**src/design/mrf_pkg.sv**
```systemverilog
// Shared types, codes, microcode program and CRC helper for the request framer.
package mrf_pkg;

    localparam int BUFFER_WORDS_DEF = 16;

    localparam logic [15:0] CRC_INIT = 16'hFFFF;
    localparam logic [15:0] CRC_POLY = 16'hA001;

    // Modbus function codes
    localparam logic [7:0] FC_READ_COILS     = 8'h01;
    localparam logic [7:0] FC_READ_DISCRETE  = 8'h02;
    localparam logic [7:0] FC_READ_HOLDING   = 8'h03;
    localparam logic [7:0] FC_READ_INPUT     = 8'h04;
    localparam logic [7:0] FC_WRITE_COIL     = 8'h05;
    localparam logic [7:0] FC_WRITE_REG      = 8'h06;
    localparam logic [7:0] FC_WRITE_COILS    = 8'h0F;
    localparam logic [7:0] FC_WRITE_REGS     = 8'h10;
    localparam logic [7:0] FC_MASK_WRITE_REG = 8'h16;
    localparam logic [7:0] FC_READ_WRITE_REGS = 8'h17;

    typedef enum logic [1:0] {
        OP_LOAD    = 2'd0,
        OP_REQUEST = 2'd1,
        OP_CLEAR   = 2'd2
    } t_op;

    typedef enum logic [1:0] {
        ST_OK    = 2'd0,
        ST_RANGE = 2'd1,
        ST_QTY   = 2'd2
    } t_status;

    // Byte source selected by one control word
    typedef enum logic [4:0] {
        SRC_SID, SRC_FC,
        SRC_RA_H, SRC_RA_L, SRC_RQ_H, SRC_RQ_L,
        SRC_WA_H, SRC_WA_L, SRC_WQ_H, SRC_WQ_L,
        SRC_W0_H, SRC_W0_L, SRC_W1_H, SRC_W1_L,
        SRC_BCNT, SRC_DATA, SRC_CRC_L, SRC_CRC_H, SRC_STATUS
    } t_src;

    // Condition under which a step emits; otherwise it jumps
    typedef enum logic [2:0] {
        C_ALWAYS, C_READ, C_WADDR, C_WQ, C_W0, C_W1, C_BLOCK
    } t_cond;

    localparam int STEP_W = 5;

    localparam logic [STEP_W-1:0] STEP_SID    = 5'd0;
    localparam logic [STEP_W-1:0] STEP_FC     = 5'd1;
    localparam logic [STEP_W-1:0] STEP_RA_H   = 5'd2;
    localparam logic [STEP_W-1:0] STEP_RA_L   = 5'd3;
    localparam logic [STEP_W-1:0] STEP_RQ_H   = 5'd4;
    localparam logic [STEP_W-1:0] STEP_RQ_L   = 5'd5;
    localparam logic [STEP_W-1:0] STEP_WA_H   = 5'd6;
    localparam logic [STEP_W-1:0] STEP_WA_L   = 5'd7;
    localparam logic [STEP_W-1:0] STEP_WQ_H   = 5'd8;
    localparam logic [STEP_W-1:0] STEP_WQ_L   = 5'd9;
    localparam logic [STEP_W-1:0] STEP_W0_H   = 5'd10;
    localparam logic [STEP_W-1:0] STEP_W0_L   = 5'd11;
    localparam logic [STEP_W-1:0] STEP_W1_H   = 5'd12;
    localparam logic [STEP_W-1:0] STEP_W1_L   = 5'd13;
    localparam logic [STEP_W-1:0] STEP_BCNT   = 5'd14;
    localparam logic [STEP_W-1:0] STEP_DATA   = 5'd15;
    localparam logic [STEP_W-1:0] STEP_CRC_L  = 5'd16;
    localparam logic [STEP_W-1:0] STEP_CRC_H  = 5'd17;
    localparam logic [STEP_W-1:0] STEP_STATUS = 5'd18;

    typedef struct packed {
        t_src              src;
        t_cond             cond;
        logic [STEP_W-1:0] jmp;   // target when the condition fails
        logic              loop;  // repeat while data bytes remain
        logic              last;  // final word of the item
    } t_uword;

    // Function-code class flags, decoded once per request
    typedef struct packed {
        logic rd;
        logic wa;
        logic wq;
        logic w0;
        logic w1;
        logic blk;
        logic coil;
    } t_fc_class;

    typedef struct packed {
        logic              go;
        logic [STEP_W-1:0] step;
    } t_start;

    typedef struct packed {
        logic emit;
        t_src src;
        logic last;
        logic adv;
    } t_seq_ctl;

    // Control store
    function automatic t_uword ucode(input logic [STEP_W-1:0] step);
        t_uword w;
        case (step)
            STEP_SID:    w = '{SRC_SID,    C_ALWAYS, STEP_FC,     1'b0, 1'b0};
            STEP_FC:     w = '{SRC_FC,     C_ALWAYS, STEP_RA_H,   1'b0, 1'b0};
            STEP_RA_H:   w = '{SRC_RA_H,   C_READ,   STEP_WA_H,   1'b0, 1'b0};
            STEP_RA_L:   w = '{SRC_RA_L,   C_READ,   STEP_WA_H,   1'b0, 1'b0};
            STEP_RQ_H:   w = '{SRC_RQ_H,   C_READ,   STEP_WA_H,   1'b0, 1'b0};
            STEP_RQ_L:   w = '{SRC_RQ_L,   C_READ,   STEP_WA_H,   1'b0, 1'b0};
            STEP_WA_H:   w = '{SRC_WA_H,   C_WADDR,  STEP_WQ_H,   1'b0, 1'b0};
            STEP_WA_L:   w = '{SRC_WA_L,   C_WADDR,  STEP_WQ_H,   1'b0, 1'b0};
            STEP_WQ_H:   w = '{SRC_WQ_H,   C_WQ,     STEP_W0_H,   1'b0, 1'b0};
            STEP_WQ_L:   w = '{SRC_WQ_L,   C_WQ,     STEP_W0_H,   1'b0, 1'b0};
            STEP_W0_H:   w = '{SRC_W0_H,   C_W0,     STEP_W1_H,   1'b0, 1'b0};
            STEP_W0_L:   w = '{SRC_W0_L,   C_W0,     STEP_W1_H,   1'b0, 1'b0};
            STEP_W1_H:   w = '{SRC_W1_H,   C_W1,     STEP_BCNT,   1'b0, 1'b0};
            STEP_W1_L:   w = '{SRC_W1_L,   C_W1,     STEP_BCNT,   1'b0, 1'b0};
            STEP_BCNT:   w = '{SRC_BCNT,   C_BLOCK,  STEP_CRC_L,  1'b0, 1'b0};
            STEP_DATA:   w = '{SRC_DATA,   C_BLOCK,  STEP_CRC_L,  1'b1, 1'b0};
            STEP_CRC_L:  w = '{SRC_CRC_L,  C_ALWAYS, STEP_CRC_H,  1'b0, 1'b0};
            STEP_CRC_H:  w = '{SRC_CRC_H,  C_ALWAYS, STEP_SID,    1'b0, 1'b1};
            STEP_STATUS: w = '{SRC_STATUS, C_ALWAYS, STEP_SID,    1'b0, 1'b1};
            default:     w = '{SRC_STATUS, C_ALWAYS, STEP_SID,    1'b0, 1'b1};
        endcase
        return w;
    endfunction

    // One byte of CRC-16, reflected, LSB first
    function automatic logic [15:0] crc16_byte(input logic [15:0] crc, input logic [7:0] b);
        logic [15:0] c;
        c = crc ^ {8'h00, b};
        for (int k = 0; k < 8; k++) begin
            c = c[0] ? ((c >> 1) ^ CRC_POLY) : (c >> 1);
        end
        return c;
    endfunction

endpackage

```
**src/design/mrf_intf.sv**
```systemverilog
// Request and result channel interfaces for the request framer.
interface mrf_req_if;
    logic        valid;
    logic        ready;
    logic [1:0]  opcode;
    logic [7:0]  word_index;
    logic [15:0] word_value;
    logic [7:0]  slave_id;
    logic [7:0]  function_code;
    logic [15:0] read_address;
    logic [15:0] read_quantity;
    logic [15:0] write_address;
    logic [15:0] write_quantity;

    modport source (
        output valid, opcode, word_index, word_value, slave_id, function_code,
               read_address, read_quantity, write_address, write_quantity,
        input  ready
    );
    modport sink (
        input  valid, opcode, word_index, word_value, slave_id, function_code,
               read_address, read_quantity, write_address, write_quantity,
        output ready
    );
endinterface

interface mrf_res_if;
    logic       valid;
    logic       ready;
    logic [7:0] frame_byte;
    logic       last_byte;
    logic [1:0] status;

    modport source (output valid, frame_byte, last_byte, status, input ready);
    modport sink   (input valid, frame_byte, last_byte, status, output ready);
endinterface

```
**src/design/mrf_seq.sv**
```systemverilog
// Microcode sequencer: step counter, control store lookup and conditional jumps.
module mrf_seq (
    input  logic               i_clk,
    input  logic               i_rst_n,
    input  mrf_pkg::t_start    i_start,
    input  mrf_pkg::t_fc_class i_cls,
    input  logic               i_left_zero,
    input  logic               i_out_free,
    output mrf_pkg::t_seq_ctl  o_ctl,
    output logic               o_busy
);
    import mrf_pkg::*;

    typedef enum logic [1:0] {
        S_IDLE = 2'b01,
        S_RUN  = 2'b10
    } t_seq_state;

    t_seq_state        r_state, n_state;
    logic [STEP_W-1:0] r_step, n_step;
    t_uword            uw;
    logic              cond_ok;
    logic              go;

    assign uw = ucode(r_step);

    always_comb begin
        case (uw.cond)
            C_ALWAYS: cond_ok = 1'b1;
            C_READ:   cond_ok = i_cls.rd;
            C_WADDR:  cond_ok = i_cls.wa;
            C_WQ:     cond_ok = i_cls.wq;
            C_W0:     cond_ok = i_cls.w0;
            C_W1:     cond_ok = i_cls.w1;
            C_BLOCK:  cond_ok = i_cls.blk;
            default:  cond_ok = 1'b0;
        endcase
    end

    // a looping step falls through once its byte count runs out
    assign go = cond_ok && !(uw.loop && i_left_zero);

    always_comb begin
        n_state    = r_state;
        n_step     = r_step;
        o_ctl.emit = 1'b0;
        o_ctl.src  = uw.src;
        o_ctl.last = uw.last;
        o_ctl.adv  = 1'b0;
        case (r_state)
            S_IDLE: begin
                if (i_start.go) begin
                    n_state = S_RUN;
                    n_step  = i_start.step;
                end
            end
            S_RUN: begin
                if (!go) begin
                    n_step = uw.jmp;
                end else if (i_out_free) begin
                    o_ctl.emit = 1'b1;
                    o_ctl.adv  = uw.loop;
                    if (uw.last) begin
                        n_state = S_IDLE;
                    end else if (!uw.loop) begin
                        n_step = r_step + 1'b1;
                    end
                end
            end
            default: begin
                n_state = S_IDLE;
            end
        endcase
    end

    always_ff @(posedge i_clk) begin
        if (!i_rst_n) begin
            r_state <= S_IDLE;
            r_step  <= STEP_SID;
        end else begin
            r_state <= n_state;
            r_step  <= n_step;
        end
    end

    assign o_busy = (r_state != S_IDLE);

endmodule

```
**src/design/mrf_dp.sv**
```systemverilog
// Datapath: request fields, transmit buffer, byte select, CRC and result register.
module mrf_dp #(
    parameter int BUFFER_WORDS = mrf_pkg::BUFFER_WORDS_DEF
) (
    input  logic               i_clk,
    input  logic               i_rst_n,
    input  logic               i_busy,
    input  mrf_pkg::t_seq_ctl  i_ctl,
    mrf_req_if.sink            i_req,
    mrf_res_if.source          o_rsp,
    output mrf_pkg::t_start    o_start,
    output mrf_pkg::t_fc_class o_cls,
    output logic               o_left_zero,
    output logic               o_out_free
);
    import mrf_pkg::*;

    localparam int IDX_W  = $clog2(BUFFER_WORDS);
    localparam int BIDX_W = IDX_W + 1;
    localparam int CNT_W  = $clog2(2 * BUFFER_WORDS + 1);
    localparam logic [15:0] WQ_REG_MAX  = 16'(BUFFER_WORDS);
    localparam logic [15:0] WQ_COIL_MAX = 16'(16 * BUFFER_WORDS);

    logic [15:0] r_buf [BUFFER_WORDS];

    logic [7:0]   r_sid, r_fc;
    logic [15:0]  r_ra, r_rq, r_wa, r_wq;
    logic [15:0]  r_crc;
    t_fc_class    r_cls, cls;
    t_status      r_status, status_in;
    logic [CNT_W-1:0]  r_left, count_in;
    logic [BIDX_W-1:0] r_bidx;

    logic         r_ovalid;
    logic [7:0]   r_obyte;
    logic         r_olast;
    t_status      r_ostat;

    logic         accept;
    logic         in_range;
    logic         too_big;
    logic         start_go;
    logic [STEP_W-1:0] start_step;
    logic [16:0]  coil_sum;
    logic [15:0]  data_word;
    logic [7:0]   data_byte;
    logic [7:0]   byte_sel;
    logic         crc_upd;

    assign i_req.ready = i_rst_n && !i_busy;
    assign accept      = i_req.valid && i_req.ready;
    assign in_range    = (i_req.word_index < 8'(BUFFER_WORDS));

    always_comb begin
        cls.rd   = i_req.function_code inside {FC_READ_COILS, FC_READ_DISCRETE,
                   FC_READ_HOLDING, FC_READ_INPUT, FC_READ_WRITE_REGS};
        cls.wa   = i_req.function_code inside {FC_WRITE_COIL, FC_WRITE_REG,
                   FC_WRITE_COILS, FC_WRITE_REGS, FC_MASK_WRITE_REG, FC_READ_WRITE_REGS};
        cls.wq   = i_req.function_code inside {FC_WRITE_COIL, FC_WRITE_COILS,
                   FC_WRITE_REGS, FC_READ_WRITE_REGS};
        cls.w0   = i_req.function_code inside {FC_WRITE_REG, FC_MASK_WRITE_REG};
        cls.w1   = (i_req.function_code == FC_MASK_WRITE_REG);
        cls.blk  = i_req.function_code inside {FC_WRITE_COILS, FC_WRITE_REGS,
                   FC_READ_WRITE_REGS};
        cls.coil = (i_req.function_code == FC_WRITE_COILS);
    end

    always_comb begin
        too_big = ((i_req.function_code == FC_WRITE_REGS ||
                    i_req.function_code == FC_READ_WRITE_REGS) &&
                   i_req.write_quantity > WQ_REG_MAX) ||
                  (i_req.function_code == FC_WRITE_COILS &&
                   i_req.write_quantity > WQ_COIL_MAX);
        coil_sum = {1'b0, i_req.write_quantity} + 17'd7;
        // coil bytes ceil(q/8), register bytes 2q; both bounded once not too big
        count_in = cls.coil ? CNT_W'(coil_sum[16:3]) : CNT_W'({i_req.write_quantity, 1'b0});
    end

    always_comb begin
        start_go   = 1'b1;
        start_step = STEP_STATUS;
        status_in  = ST_OK;
        case (i_req.opcode)
            OP_LOAD: begin
                status_in = in_range ? ST_OK : ST_RANGE;
            end
            OP_CLEAR: begin
                status_in = ST_OK;
            end
            OP_REQUEST: begin
                if (too_big) begin
                    status_in = ST_QTY;
                end else begin
                    start_step = STEP_SID;
                end
            end
            default: begin
                start_go = 1'b0;
            end
        endcase
    end

    assign o_start.go   = accept && start_go;
    assign o_start.step = start_step;

    // transmit buffer
    always_ff @(posedge i_clk) begin
        if (!i_rst_n) begin
            for (int k = 0; k < BUFFER_WORDS; k++) begin
                r_buf[k] <= '0;
            end
        end else if (accept) begin
            if (i_req.opcode == OP_CLEAR) begin
                for (int k = 0; k < BUFFER_WORDS; k++) begin
                    r_buf[k] <= '0;
                end
            end else if (i_req.opcode == OP_LOAD && in_range) begin
                r_buf[i_req.word_index[IDX_W-1:0]] <= i_req.word_value;
            end
        end
    end

    // request fields, data cursor and running CRC
    always_ff @(posedge i_clk) begin
        if (accept) begin
            r_sid    <= i_req.slave_id;
            r_fc     <= i_req.function_code;
            r_ra     <= i_req.read_address;
            r_rq     <= i_req.read_quantity;
            r_wa     <= i_req.write_address;
            r_wq     <= i_req.write_quantity;
            r_cls    <= cls;
            r_status <= status_in;
            r_left   <= count_in;
            r_bidx   <= '0;
            r_crc    <= CRC_INIT;
        end else begin
            if (i_ctl.adv) begin
                r_left <= r_left - 1'b1;
                r_bidx <= r_bidx + 1'b1;
            end
            if (crc_upd) begin
                r_crc <= crc16_byte(r_crc, byte_sel);
            end
        end
    end

    // coils go low byte first, registers high byte first
    assign data_word = r_buf[r_bidx[BIDX_W-1:1]];
    assign data_byte = (r_bidx[0] ^ !r_cls.coil) ? data_word[15:8] : data_word[7:0];

    always_comb begin
        case (i_ctl.src)
            SRC_SID:    byte_sel = r_sid;
            SRC_FC:     byte_sel = r_fc;
            SRC_RA_H:   byte_sel = r_ra[15:8];
            SRC_RA_L:   byte_sel = r_ra[7:0];
            SRC_RQ_H:   byte_sel = r_rq[15:8];
            SRC_RQ_L:   byte_sel = r_rq[7:0];
            SRC_WA_H:   byte_sel = r_wa[15:8];
            SRC_WA_L:   byte_sel = r_wa[7:0];
            SRC_WQ_H:   byte_sel = r_wq[15:8];
            SRC_WQ_L:   byte_sel = r_wq[7:0];
            SRC_W0_H:   byte_sel = r_buf[0][15:8];
            SRC_W0_L:   byte_sel = r_buf[0][7:0];
            SRC_W1_H:   byte_sel = r_buf[1][15:8];
            SRC_W1_L:   byte_sel = r_buf[1][7:0];
            SRC_BCNT:   byte_sel = 8'(r_left);
            SRC_DATA:   byte_sel = data_byte;
            SRC_CRC_L:  byte_sel = r_crc[7:0];
            SRC_CRC_H:  byte_sel = r_crc[15:8];
            default:    byte_sel = 8'h00;
        endcase
    end

    assign crc_upd = i_ctl.emit && !(i_ctl.src == SRC_CRC_L || i_ctl.src == SRC_CRC_H ||
                                     i_ctl.src == SRC_STATUS);

    // result register
    assign o_out_free = !r_ovalid || o_rsp.ready;

    always_ff @(posedge i_clk) begin
        if (!i_rst_n) begin
            r_ovalid <= 1'b0;
        end else if (i_ctl.emit) begin
            r_ovalid <= 1'b1;
        end else if (o_rsp.ready) begin
            r_ovalid <= 1'b0;
        end
    end

    always_ff @(posedge i_clk) begin
        if (i_ctl.emit) begin
            r_obyte <= byte_sel;
            r_olast <= i_ctl.last;
            r_ostat <= (i_ctl.src == SRC_STATUS) ? r_status : ST_OK;
        end
    end

    assign o_rsp.valid      = r_ovalid;
    assign o_rsp.frame_byte = r_obyte;
    assign o_rsp.last_byte  = r_olast;
    assign o_rsp.status     = r_ostat;

    assign o_cls       = r_cls;
    assign o_left_zero = (r_left == '0);

endmodule

```
**src/design/modbus_rtu_request_framer.sv**
```systemverilog
// Flow: an accepted item starts the sequencer, whose emitted words are registered in the result register;
// a frame of N bytes, 45 at most, streams one byte per cycle while the result side takes
// each word, pausing at each jump past an absent field group or out of the data loop (at most 6).
// One item at a time; the next item is accepted the cycle after the sequencer issues the last
// word of the previous one; load, clear and reject give one status word, held while the result
// side holds the previous one. Reset: synchronous, active low; buffer zeroed, sequencer idle,
// result register empty, input not ready while reset is held.
module modbus_rtu_request_framer #(
    parameter int BUFFER_WORDS = mrf_pkg::BUFFER_WORDS_DEF
) (
    input  logic      i_clk,
    input  logic      i_rst_n,
    mrf_req_if.sink   i_req,
    mrf_res_if.source o_rsp
);
    import mrf_pkg::*;

    // Control flows from the sequencer to the datapath as one control word per step.
    // The datapath reports the decoded function-code class, whether data bytes remain
    // and whether the result register can take a word; the sequencer uses these to
    // pick between emitting a byte and jumping past a field group.
    t_seq_ctl  ctl;
    t_start    start;
    t_fc_class cls;
    logic      left_zero;
    logic      out_free;
    logic      busy;

    // Sequencer: steps through the control store, skips absent fields, loops on data.
    mrf_seq u_seq (
        .i_clk       (i_clk),
        .i_rst_n     (i_rst_n),
        .i_start     (start),
        .i_cls       (cls),
        .i_left_zero (left_zero),
        .i_out_free  (out_free),
        .o_ctl       (ctl),
        .o_busy      (busy)
    );

    // Datapath: holds the request, the transmit buffer, the CRC and the result word.
    mrf_dp #(
        .BUFFER_WORDS (BUFFER_WORDS)
    ) u_dp (
        .i_clk       (i_clk),
        .i_rst_n     (i_rst_n),
        .i_busy      (busy),
        .i_ctl       (ctl),
        .i_req       (i_req),
        .o_rsp       (o_rsp),
        .o_start     (start),
        .o_cls       (cls),
        .o_left_zero (left_zero),
        .o_out_free  (out_free)
    );

    // A non-OK status is always a single-word result.
    a_status_single : assert property (@(posedge i_clk) disable iff (!i_rst_n)
        o_rsp.valid && o_rsp.status != ST_OK |-> o_rsp.last_byte && o_rsp.frame_byte == 8'h00)
        else $error("error status word is not a lone final word");

    // An accepted request holds off further input for at least the next cycle.
    a_req_blocks : assert property (@(posedge i_clk) disable iff (!i_rst_n)
        i_req.valid && i_req.ready && i_req.opcode == OP_REQUEST |=> !i_req.ready)
        else $error("input accepted while a request is in progress");

    // An unused opcode produces nothing and leaves the block ready.
    a_unused_op : assert property (@(posedge i_clk) disable iff (!i_rst_n)
        i_req.valid && i_req.ready && i_req.opcode != OP_LOAD &&
        i_req.opcode != OP_REQUEST && i_req.opcode != OP_CLEAR |=> i_req.ready)
        else $error("unused opcode started the sequencer");

    // Sequencer only emits into a free result register.
    a_no_overwrite : assert property (@(posedge i_clk) disable iff (!i_rst_n)
        ctl.emit |-> out_free)
        else $error("result word overwritten before it was taken");

endmodule

```
**src/flat_wrapper.sv**
```systemverilog
// flat-port wrapper written by rule: the top's interface ports become plain ports
module modbus_rtu_request_framer_flat import mrf_pkg::*;
#(
    parameter int BUFFER_WORDS = mrf_pkg::BUFFER_WORDS_DEF
)
  (i_clk, i_rst_n, i_req_valid, i_req_opcode, i_req_word_index, i_req_word_value, i_req_slave_id, i_req_function_code, i_req_read_address, i_req_read_quantity, i_req_write_address, i_req_write_quantity, i_req_ready, o_rsp_valid, o_rsp_frame_byte, o_rsp_last_byte, o_rsp_status, o_rsp_ready);
  mrf_req_if i_req_i ();
  mrf_res_if o_rsp_i ();
  input  logic i_clk;
  input  logic i_rst_n;
  input wire logic [$bits(i_req_i.valid)-1:0] i_req_valid;
  input wire logic [$bits(i_req_i.opcode)-1:0] i_req_opcode;
  input wire logic [$bits(i_req_i.word_index)-1:0] i_req_word_index;
  input wire logic [$bits(i_req_i.word_value)-1:0] i_req_word_value;
  input wire logic [$bits(i_req_i.slave_id)-1:0] i_req_slave_id;
  input wire logic [$bits(i_req_i.function_code)-1:0] i_req_function_code;
  input wire logic [$bits(i_req_i.read_address)-1:0] i_req_read_address;
  input wire logic [$bits(i_req_i.read_quantity)-1:0] i_req_read_quantity;
  input wire logic [$bits(i_req_i.write_address)-1:0] i_req_write_address;
  input wire logic [$bits(i_req_i.write_quantity)-1:0] i_req_write_quantity;
  output wire logic [$bits(i_req_i.ready)-1:0] i_req_ready;
  output wire logic [$bits(o_rsp_i.valid)-1:0] o_rsp_valid;
  output wire logic [$bits(o_rsp_i.frame_byte)-1:0] o_rsp_frame_byte;
  output wire logic [$bits(o_rsp_i.last_byte)-1:0] o_rsp_last_byte;
  output wire logic [$bits(o_rsp_i.status)-1:0] o_rsp_status;
  input wire logic [$bits(o_rsp_i.ready)-1:0] o_rsp_ready;
  assign i_req_i.valid = i_req_valid;
  assign i_req_i.opcode = i_req_opcode;
  assign i_req_i.word_index = i_req_word_index;
  assign i_req_i.word_value = i_req_word_value;
  assign i_req_i.slave_id = i_req_slave_id;
  assign i_req_i.function_code = i_req_function_code;
  assign i_req_i.read_address = i_req_read_address;
  assign i_req_i.read_quantity = i_req_read_quantity;
  assign i_req_i.write_address = i_req_write_address;
  assign i_req_i.write_quantity = i_req_write_quantity;
  assign i_req_ready = i_req_i.ready;
  assign o_rsp_valid = o_rsp_i.valid;
  assign o_rsp_frame_byte = o_rsp_i.frame_byte;
  assign o_rsp_last_byte = o_rsp_i.last_byte;
  assign o_rsp_status = o_rsp_i.status;
  assign o_rsp_i.ready = o_rsp_ready;
  modbus_rtu_request_framer #(.BUFFER_WORDS(BUFFER_WORDS)) u_core (.i_clk(i_clk), .i_rst_n(i_rst_n), .i_req(i_req_i), .o_rsp(o_rsp_i));
endmodule
```
**config.mk**
```make
export PLATFORM = sky130hd
export DESIGN_NAME = modbus_rtu_request_framer_flat
export DESIGN_NICKNAME = d
export VERILOG_FILES = /design/src/design/mrf_pkg.sv /design/src/design/mrf_intf.sv /design/src/design/mrf_seq.sv /design/src/design/mrf_dp.sv /design/src/design/modbus_rtu_request_framer.sv /design/src/flat_wrapper.sv
export SDC_FILE = /design/constraint.sdc
export NUM_CORES = 1
export LEC_CHECK = 0
export ABC_AREA = 1
export BUFFER_PORTS_ARGS = -buffer_cell sky130_fd_sc_hd__buf_2
export CORE_MARGIN = 5
export CORE_UTILIZATION = 50
export DETAILED_ROUTE_END_ITERATION = 10
export MAX_ROUTING_LAYER = met4
export PLACE_DENSITY = 0.74
export SLEW_MARGIN = 25
export SYNTH_ARGS = -nofsm -noshare
export SYNTH_HDL_FRONTEND = slang
export SYNTH_SLANG_ARGS = --single-unit
export TNS_END_PERCENT = 50
```
**constraint.sdc**
```tcl
create_clock -name i_clk -period 4.1 [get_ports i_clk]
set_input_delay 0.41 -clock i_clk [delete_from_list [all_inputs] [get_ports i_clk]]
set_output_delay 0.41 -clock i_clk [all_outputs]
set_load 0.005 [all_outputs]
```
==> impl_metrics.yaml, run 1 <==
job:
  max_cap_violations: 0
sta:
  drv_slew: 0
  holdWs_ps: 30.9
  period_needed_ps: 3120
  hold_violations: 0
  worst_clock_skew_ps: 15.8
  tightest_slew_ps: 925
  min_period_over_period_pct: 76.2
  fmax_ghz: 0.320
  relSlewSlack_pct: 38.3
  setup_violations: 0
  rsz0062_at_grt: "no"
  finalSetupTns_ps: 0
  setup_ws_ps: 977
yosys:
  syn_nets: 2120
  synth_area_sq_um: 18900
  seq_area_frac_synth_pct: 62.7
  synth_ff_type: "edfxtp_1"
  synthTopCellsByArea: "edfxtp_1, nand2_1, nor2_1, nand3_1, dfxtp_1"
  ys_seq_elements: 410
  synth_top_area_share_pct: 57.6
  synth-edff-count: 362
  yosysTopAreaCell: "edfxtp_1"
  async_flop_share_pct: 0
  synth.avg_cell_area_sq_um: 9.41
  synth_cell_type_count: 47
  yosys_warnings: 0
  syn_inst: 2003
layout:
  syn_to_final_growth_pct: 13.0
  finalInstanceArea_sq_um: 21300
  drive_gt1_share_pct: 13.2
  regArea_sq_um: 11800
  fin_nets: 2228
  multiInputGateArea_sq_um: 6210
  fillerInstances: 3232
worst_setup_path:
  critPathTopFamily: "simple AND/OR/NAND/NOR gates"
  path_buf_inv: 2
  crit_arrival_ps: 3560
  critPathMaxStageDelay_ps: 610
  critPathMostFrequentCell: "nand2_1"
  start_kind: "flip-flop"
  cp_max_fo: 81
  worstPathRequired_ps: 4530
  critPathSlowestCell: "dfxtp_4"
  end_kind: "flip-flop"
  critPathKind: "reg -> reg"
  path_cells: "clkinv_2 > buf_12 > nand2_1 > nand3_1 > nand3_1 > nand2_1 > nand2_1 > nand3_1 > nand3_1 > nand3_1 > nand2_1 > nand2_1 > nand2_2 > nand2_1 > nand2_1 > nand2_1 > nand3_1 > nand3_1 > nand3_1 > nand2_1"
  regToRegSetupSlack_ps: 980
worst_hold_path:
  hp-class: "in -> reg"
grt:
  grt_pass1_vias: 14647
  grt_max_degree: 82
  grt_overflow: 0
  use_met1_pct: 35.5
  track_usage_pct: 26.3
  grt_pass1_wl_mm: 82.0
  antenna_found_initial: 1
  top_usage_layer: "met2"
  met3_usage_pct: 5.13
  grt_use_met2_pct: 40.8
routing:
  via_count: 15060
  routed_wl_mm: 53.9
  vias_per_cell: 5.67
  dr.first_iter.drc_count: 2030
  antenna_left: 0
  first_pass_iters: 5
  drc: 0
  wire_per_inst_um: 20.3
cts:
  holdBufCountCts: 0
  post_cts_resized: 0
  cts_tree: "built"
  postCtsSetupBuffers: 0
  insertion_delay_ps: 550
  h-tree-depth: 2
  path_clk_slew_ps: 60
  cts_buffers: 41
  root_buffer: "clkbuf_16"
  cts_buffer_depth: 3
  clock-sinks: 410
floorplanning:
  io_pins: 123
  initial_utilization_pct: 50.3
  rows: 71
  die_width_um: 204
  coreArea_sq_um: 37500
  die_area_sq_um: 41700
  die_h_um: 204
power_and_ir_drop:
  p_comb_share_pct: 10.2
  power_density_nw_per_um2: 449
  p_leak_nw: 8.79
  seqPwrFrac_pct: 50.6
  swShare_pct: 24.6
  switchingPower_mw: 2.35
  ir_worst_vdd_uv: 313
  clockPowerShare_pct: 39.2
  p_int_mw: 7.22
placed_design:
  dpl_cell_area_sq_um: 20000
  port_buffers: 122
  dp_slack_ps: 852
  gp_congestion: 0.972
  dp_hpwl_mm: 36.7
status:
  status: "completed"
## metal layers
| metal | vias up | part of all wire [%] |
|---|---|---|
| li1 | 6927 | - |
| met3 | 119 | 9.7 |
| met2 | 811 | 47 |
| met1 | 7203 | 40 |
| met5 | - | 0 |
| met4 | 0 | 3.2 |
## cells in the final DEF (no fill, tap or decap), drive strengths merged, types with 10 or more instances in the layout
master  count
o21ai      60
nand4      10
nand2     589
clkbuf     60
nand3     258
dfxtp      48
edfxtp    362
nor2      373
buf       155
clkinv     12
nor3       16
inv       106
a21oi      33
## worst register-to-register path, stage by stage, from the launching register on
cell	delay, ps
dfxtp_4	610
clkinv_2	180
buf_12	230
nand2_1	180
nand3_1	150
nand3_1	150
nand2_1	90
nand2_1	80
nand3_1	110
nand3_1	260
nand3_1	120
nand2_1	140
nand2_1	90
nand2_2	100
nand2_1	50
nand2_1	80
nand2_1	90
nand3_1	120
nand3_1	80
nand3_1	70
nand2_1	50
## cells in the mapped netlist, types with 2 or more instances
cell / n
a21oi_1: 30
a21oi_2: 3
a22o_1: 4
a22oi_1: 2
and3_1: 2
buf_1: 2
buf_2: 29
buf_4: 4
buf_6: 5
clkbuf_1: 50
dfxtp_1: 48
edfxtp_1: 362
ha_1: 7
inv_1: 97
inv_2: 9
nand2_1: 572
nand2_2: 15
nand2_4: 2
nand3_1: 254
nand3_2: 4
nand4_1: 10
nor2_1: 347
nor2_2: 18
nor2_4: 8
nor3_1: 16
nor3b_1: 3
nor3b_2: 2
nor4_1: 3
o211ai_1: 5
o21ai_0: 53
o21ai_1: 7
o221ai_1: 8
o22ai_1: 4
or2_2: 2
xnor2_1: 4
## cell type report
class | count | area share (%)
tap | 511 | 3.00
clock inverter | 15 | 0.699
antenna | 1 | 0.0117
timing repair buffer | 155 | 4.15
multi-input combinational | 1396 | 29.1
clock buffer | 60 | 5.54
sequential | 410 | 55.6
inverter | 107 | 1.90
## through the flow
stage | power [mW] | std cells | utilization, %
after CTS | 9.57 | 2654 | 56.8
after floorplan | 5.54 | 2003 | -
after global placement | 5.85 | 2579 | 53.3
after detailed placement | 5.88 | 2579 | 53.3
final | 9.57 | 2655 | 56.8
after global routing | 9.88 | 2655 | 56.8
## registers in the layout, summed over array words and instances (netlist names), named ones only
register	flops
u_core.u_dp.r_wa	16
u_core.u_dp.r_rq	16
u_core.u_dp.r_bidx	5
u_core.u_dp.r_ra	16
u_core.u_dp.o_rsp.last_byte	1
u_core.u_dp.r_crc	16
u_core.u_dp.o_rsp.frame_byte	8
u_core.u_dp.r_status	2
u_core.u_dp.r_sid	8
u_core.u_seq.r_state	2
u_core.u_seq.r_step	5
u_core.u_dp.o_rsp.status	2
u_core.u_dp.r_buf	256
u_core.u_dp.r_left	6
u_core.u_dp.o_cls	7
u_core.u_seq.uw	15
u_core.u_dp.r_wq	16
u_core.u_dp.r_fc	8
u_core.u_dp.o_rsp.valid	1
## power groups by stage
| stage | Combinational, mW | Clock [mW] | Sequential, mW |
|---|---|---|---|
| 2_1_floorplan | 0.645 | 0 | 4.89 |
| 3_3_place_gp | 0.931 | 0 | 4.92 |
| 3_5_place_dp | 0.958 | 0 | 4.92 |
| 4_1_cts | 0.963 | 3.77 | 4.84 |
| 5_1_grt | 1.08 | 3.95 | 4.85 |
| 6_report | 0.979 | 3.75 | 4.84 |
## worst paths after layout
check | cells past startpoint | from | endpoint
max | 20 | flip-flop | u_core.u_dp.r_crc[0]$_SDFFE_PP1P_
min | 1 | i_req_read_address[2] | u_core.u_dp.r_ra[2]$_DFFE_PP_
min reg2reg | 2 | u_core.u_dp.r_crc[11]$_SDFFE_PP1P_ | u_core.u_dp.r_crc[11]$_SDFFE_PP1P_
max reg2reg | 20 | flip-flop | u_core.u_dp.r_crc[0]$_SDFFE_PP1P_
## kinds of logic (layout without fill, tap and decap cells)
family	count (synthesis)	after routing	synth area share (%)
other	0	1	0
AND/OR/NAND/NOR	1258	1258	28.2
AO/OA/AOI/OAI	125	125	3.91
adder cells (fa/ha/maj)	7	7	0.464
flip-flops	410	410	62.7
buffers and inverters	197	337	4.39
XOR/XNOR	6	6	0.318
Note: power is estimated with default switching activity, not from simulation.
==> run 2, diff against run 1 <==
--- a/config.mk
+++ b/config.mk
@@ -5,7 +5,7 @@
 export SDC_FILE = /design/constraint.sdc
 export NUM_CORES = 1
 export LEC_CHECK = 0
-export ABC_AREA = 1
+export ABC_AREA = 0
 export BUFFER_PORTS_ARGS = -buffer_cell sky130_fd_sc_hd__buf_2
 export CORE_MARGIN = 5
 export CORE_UTILIZATION = 50
==> constraint.sdc (replaced) <==
create_clock -name i_clk -period 2.5 [get_ports i_clk]
set_input_delay 0.25 -clock i_clk [delete_from_list [all_inputs] [get_ports i_clk]]
set_output_delay 0.25 -clock i_clk [all_outputs]
set_load 0.005 [all_outputs]
==> run 2 against run 1 <==
  * The run now ends with negative setup slack left
  * Register-to-register slack worse by 2000 ps
  * Global-route usage is 1.5 points higher
  * Synthesized area is 1.1% lower
  * Combinational power grew 50%
  * Routed wire length rose by 6.4%
  * Flip-flop and latch count did not move
  * Synthesized cell count shrank 33%
  * Clock power grew 66%
==> impl_metrics.yaml, run 2 <==
routing:
  dr.first_iter.drc_count: 1334
  vias_per_cell: 5.90
  routed_wl_mm: 57.3
  first_pass_iters: 7
  drc: 0
  antenna_left: 0
  wire_per_inst_um: 24.8
  via_count: 13667
worst_setup_path:
  end_kind: "flip-flop"
  worstPathRequired_ps: 2990
  cp_max_fo: 7
  critPathKind: "reg -> reg"
  crit_arrival_ps: 4030
  start_kind: "flip-flop"
yosys:
  async_flop_share_pct: 0
  syn_nets: 1452
  post-synth-top-count-cell: "edfxtp_1"
  yosysTopAreaCell: "edfxtp_1"
  yosys_warnings: 0
  synth_top_area_share_pct: 58.3
  synthTopCellsByArea: "edfxtp_1, and2_1, mux4_2, dfxtp_1, mux2i_1"
  synth.avg_cell_area_sq_um: 14.0
  synthTopCellsByCount: "edfxtp_1, and2_1, mux4_2"
  synth_area_sq_um: 18700
  ys_seq_elements: 410
  synth-edff-count: 362
  synth_cell_type_count: 74
  seq_area_frac_synth_pct: 63.4
  synth_ff_type: "edfxtp_1"
  syn_inst: 1335
cts:
  insertion_delay_ps: 560
  cts_tree: "built"
  clock-sinks: 410
  cts_buffers: 43
  cts_buffer_depth: 3
  h-tree-depth: 2
  path_clk_slew_ps: 60
  root_buffer: "clkbuf_16"
sta:
  worst_clock_skew_ps: 27.0
  drv_slew: 0
  rsz0062_at_grt: "yes"
  relSlewSlack_pct: 49.9
  setup_ws_ps: -1040
  fmax_ghz: 0.282
  hold_violations: 0
  period_needed_ps: 3540
  setup_violations: 30
  finalSetupTns_ps: -9660
  tightest_slew_ps: 749
  min_period_over_period_pct: 142
layout:
  fin_util_pct: 68.7
  largest_register: "u_core.u_dp.r_buf"
  drive_gt1_share_pct: 37.4
  final_cell_mix: "edfxtp_1, and2_1, buf_4"
  largest_register_ffs: 256
  final_common_cell: "edfxtp_1"
  syn_to_final_growth_pct: 35.2
  fin_nets: 1931
floorplanning:
  coreArea_sq_um: 36700
  die_width_um: 203
  io_pins: 123
  rows: 70
  die_area_sq_um: 41300
  die_h_um: 203
  initial_utilization_pct: 50.8
placed_design:
  port_buffers: 122
  gp_congestion: 1.10
  dp_hpwl_mm: 38.0
power_and_ir_drop:
  power.total_mw: 15.5
  power_density_nw_per_um2: 616
  p_leak_nw: 9.83
  ir_worst_vdd_uv: 578
status:
  status: "finished with violations"
  violations: "negative setup slack"
grt:
  grt_max_degree: 56
  grt_overflow: 0
  track_usage_pct: 27.7
  grt_pass1_wl_mm: 84.3
  grt_pass1_vias: 14083
  antenna_found_initial: 1
worst_hold_path:
  hp-class: "in -> reg"
job:
  max_cap_violations: 0
[run 2: cell count changes after synthesis, moves of 38 or more]
| cell | before | now |
|---|---|---|
| nor2_1 | 347 | 58 |
| nand3_1 | 254 | 20 |
| nand2_1 | 572 | 56 |
| inv_1 | 97 | 17 |
| mux2i_1 | 0 | 38 |
| and2_1 | 0 | 262 |
| mux4_2 | 0 | 62 |
[run 2: repair_timing]
item                       in CTS  in global routing
pin swaps                      40                 58
buffers inserted               32                 30
gates cloned                    3                  0
setup endpoints to repair     138                328
hold buffers                   68                  0
hold endpoints to repair       68                  0
resized for setup              89                102
[run 2: worst max-delay path, cell delays in order, from the launching register on]
cell	delay [ps]
dfxtp_4	380
buf_12	130
mux4_2	480
mux4_2	540
o211ai_1	250
or3b_4	450
xor2_4	180
xnor2_2	200
xnor3_2	390
or3b_1	390
nand3_1	80
[run 2: per-stage QoR]
step / std cells / hold slack (ps) / setup WS, ps / cell area [sq um]
6_report: 2315 / 21.2 / -1040 / 25200
5_1_grt: 2315 / 8.44 / -1140 / 25200
4_1_cts: 2291 / 3.35 / -944 / 24700
3_5_place_dp: 2116 / 428 / -1090 / 21900
3_3_place_gp: 2116 / 429 / -1080 / 21900
2_1_floorplan: 1335 / 349 / -715 / 18800
[run 2: power by group]
group / leakage [nW] / total (mW) / internal (mW) / switching, mW
registers: 4.08 / 7.83 / 7.71 / 0.121
clock network: 0.653 / 6.23 / 3.63 / 2.60
logic: 5.09 / 1.47 / 0.727 / 0.746
total: 9.83 / 15.5 / 12.1 / 3.46
[run 2: area by class of cell]
class / instances / area [sq um]
Multi-Input combinational cell: 827 / 7130
Sequential cell: 410 / 11900
Clock buffer: 61 / 1200
Fill cell: 2358 / 11500
Clock inverter: 16 / 153
Tap cell: 468 / 586
Antenna cell: 1 / 2.50
Timing Repair Buffer: 514 / 4230
Inverter: 18 / 77.6
[run 2: cell families (layout without fill, tap and decap cells)]
kind of cell    after synthesis  in the layout  share of synthesized area [%]
buf+inv                      98            609                           2.17
other cells                   0              1                              0
compound gates              159            159                           5.98
simple gates                518            518                           16.0
flops                       410            410                           63.4
fa+ha+maj                     7              7                          0.469
xor+xnor                     37             37                           1.86
mux                         106            106                           10.1
[run 2: worst paths after layout]
check	slack [ps]	to	start	cells past startpoint
worst max-delay path	-1040	u_core.u_dp.r_crc[15]$_SDFFE_PP1P_	flip-flop	10
worst min-delay path	20	u_core.u_dp.r_fc[3]$_DFFE_PP_	i_req_function_code[3]	2
worst max register to register	-1040	u_core.u_dp.r_crc[15]$_SDFFE_PP1P_	flip-flop	10
worst min register to register	520	u_core.u_dp.o_rsp.last_byte$_DFFE_PP_	u_core.u_seq.uw[0]$_SDFF_PN0_	0
[run 2: per-layer routing]
metal	GRT usage [%]	vias up	wire, um
li1	-	5965	-
met1	33.4	6782	21400
met2	47.2	738	29100
met3	4.34	182	4270
met4	11.2	0	2600
met5	-	-	0
==> run 3, diff against run 2 <==
--- a/config.mk
+++ b/config.mk
@@ -5,13 +5,13 @@
 export SDC_FILE = /design/constraint.sdc
 export NUM_CORES = 1
 export LEC_CHECK = 0
-export ABC_AREA = 0
+export ABC_AREA = 1
 export BUFFER_PORTS_ARGS = -buffer_cell sky130_fd_sc_hd__buf_2
 export CORE_MARGIN = 5
-export CORE_UTILIZATION = 50
+export CORE_UTILIZATION = 24
 export DETAILED_ROUTE_END_ITERATION = 10
 export MAX_ROUTING_LAYER = met4
-export PLACE_DENSITY = 0.74
+export PLACE_DENSITY = 0.44
 export SLEW_MARGIN = 25
 export SYNTH_ARGS = -nofsm -noshare
 export SYNTH_HDL_FRONTEND = slang
==> run 3 against run 2 <==
  * The run still ends with negative setup slack left
  * Total power grew 11%
  * Critical path depth increased by 12
  * Setup slack improved by 980 ps
  * Worst hold slack gained 31 ps
  * Design area up 0.38%
  * Count of clock-buffer cells in the layout up 1
  * Routed wire length increased by 17%
  * Die area grew 100%
==> impl_metrics.yaml, run 3 (synthesized netlist as in run 1, its figures left out) <==
placed_design:
  gp_congestion: 0.849
  port_buffers: 122
  dp_hpwl_mm: 46.8
  dpl_cell_area_sq_um: 22100
floorplanning:
  io_pins: 123
  coreArea_sq_um: 77700
  die_h_um: 290
  die_width_um: 290
  rows: 102
  initial_utilization_pct: 24.3
  die_area_sq_um: 84300
sta:
  rsz0062_at_grt: "yes"
  worst_clock_skew_ps: 25.5
  fmax_ghz: 0.390
  hold_violations: 0
  tightest_slew_ps: 809
  setup_violations: 1
  period_needed_ps: 2560
  drv_slew: 0
  relSlewSlack_pct: 46.0
  min_period_over_period_pct: 102
  finalSetupTns_ps: -61.7
  setup_ws_ps: -61.7
cts:
  root_buffer: "clkbuf_16"
  cts_buffers: 48
  h-tree-depth: 2
  insertion_delay_ps: 590
  path_clk_slew_ps: 60
  cts_tree: "built"
  clock-sinks: 410
  cts_buffer_depth: 3
layout:
  fin_nets: 2491
  syn_to_final_growth_pct: 34.3
  final_cell_mix: "nand2_1, edfxtp_1, nor2_1"
  num_antenna_cells: 0
  final_common_cell: "nand2_1"
  largest_register: "u_core.u_dp.r_buf"
  largest_register_ffs: 256
  finalInstanceArea_sq_um: 25300
  fillerInstances: 7935
  drive_gt1_share_pct: 24.6
worst_hold_path:
  hp-class: "in -> reg"
routing:
  via_count: 15640
  wl_met1_mm: 31.3
  antenna_left: 0
  dr_wl_met2_mm: 31.7
  first_pass_iters: 7
  drc: 0
  wire_per_inst_um: 19.5
  dr_wl_met3_mm: 3.01
  dr.first_iter.drc_count: 1098
  top_layer: "met4"
  vias_per_cell: 4.53
  routed_wl_mm: 67.3
worst_setup_path:
  worstPathRequired_ps: 2980
  start_kind: "flip-flop"
  end_kind: "flip-flop"
  path_buf_inv: 3
  path_cells: "inv_4 > nand2_4 > buf_6 > buf_4 > nor2_4 > nand2_1 > nand2_2 > nor2_2 > nand3_2 > nor2_4 > nand2_2 > nand2_1 > nand2_2 > nand2_1 > nand2_1 > nand2_1 > nand2_2 > nand2_2 > nand3_1 > nand3_1 > nand3_1 > nand2_1"
  critPathTopFamily: "simple AND/OR/NAND/NOR gates"
  cp_max_fo: 7
  crit_arrival_ps: 3040
  critPathSlowestCell: "dfxtp_2"
  critPathMaxStageDelay_ps: 350
  critPathMostFrequentCell: "nand2_1"
  critPathKind: "reg -> reg"
power_and_ir_drop:
  ir_worst_vdd_uv: 462
  p_leak_nw: 10.4
  power_density_nw_per_um2: 678
grt:
  antenna_found_initial: 0
  track_usage_pct: 15.7
  grt_overflow: 0
  grt_max_degree: 107
  grt_pass1_vias: 15593
  grt_pass1_wl_mm: 99.9
status:
  violations: "negative setup slack"
  status: "finished with violations"
job:
  max_cap_violations: 0
==> run 3: path summary, 6_finish.rpt <==
kind	startpoint	to	slack, ps	depth (start not counted)
hold reg to reg	u_core.u_dp.r_crc[11]$_SDFFE_PP1P_	u_core.u_dp.r_crc[11]$_SDFFE_PP1P_	510	2
hold / removal	i_req_word_index[7]	u_core.u_dp.r_status[0]$_DFFE_PP_	50	3
setup / recovery	u_core.u_seq.uw[13]$_SDFF_PP0_	u_core.u_dp.r_crc[0]$_SDFFE_PP1P_	-60	22
setup reg to reg	u_core.u_seq.uw[13]$_SDFF_PP0_	u_core.u_dp.r_crc[0]$_SDFFE_PP1P_	-60	22
==> run 3: per-stage QoR <==
stage	hold slack (ps)	utilization (%)	setup WS, ps	total power [mW]	std cells
detailed placement	429	28.4	-391	10.1	3257
CTS	11.3	31.9	-18.5	17.1	3439
finish	51.8	32.6	-61.7	17.2	3452
global route	71.3	32.6	-220	17.9	3452
global placement	427	28.4	-387	10.1	3257
floorplan	338	-	61.4	9.08	2003
==> run 3: power by group <==
| part | internal (mW) | switching [mW] |
|---|---|---|
| Sequential | 7.79 | 0.155 |
| Combinational | 0.977 | 1.43 |
| Clock | 3.91 | 2.90 |
| Total | 12.7 | 4.48 |
==> run 3: tightest hold or removal path: stages <==
cell    delay (ps)
buf_2           70
nor4_1          60
nor3_1         120
==> run 3: what timing repair did <==
action | 4_1_cts | 5_1_grt
hold buffers | 84 | 0
pin swaps | 10 | 34
resized for setup | 44 | 127
endpoints found under the hold margin | 85 | 0
endpoints found under the setup margin | 10 | 22
gates cloned | 4 | 2
setup buffers | 6 | 13
==> run 3: metal layers <==
layer | up-vias | track usage (%)
li1 | 7486 | -
met1 | 7675 | 21.8
met2 | 397 | 25.0
met3 | 82 | 1.74
met4 | 0 | 3.43
met5 | - | -
==> run 3: final cells by class <==
class	count	area (sq um)	area share [%]
sequential	410	11800	46.8
multi-input combinational	1396	6730	26.6
timing repair buffer	411	3520	13.9
tap	1040	1300	5.14
clock buffer	62	1270	5.03
inverter	107	424	1.67
clock inverter	26	224	0.884
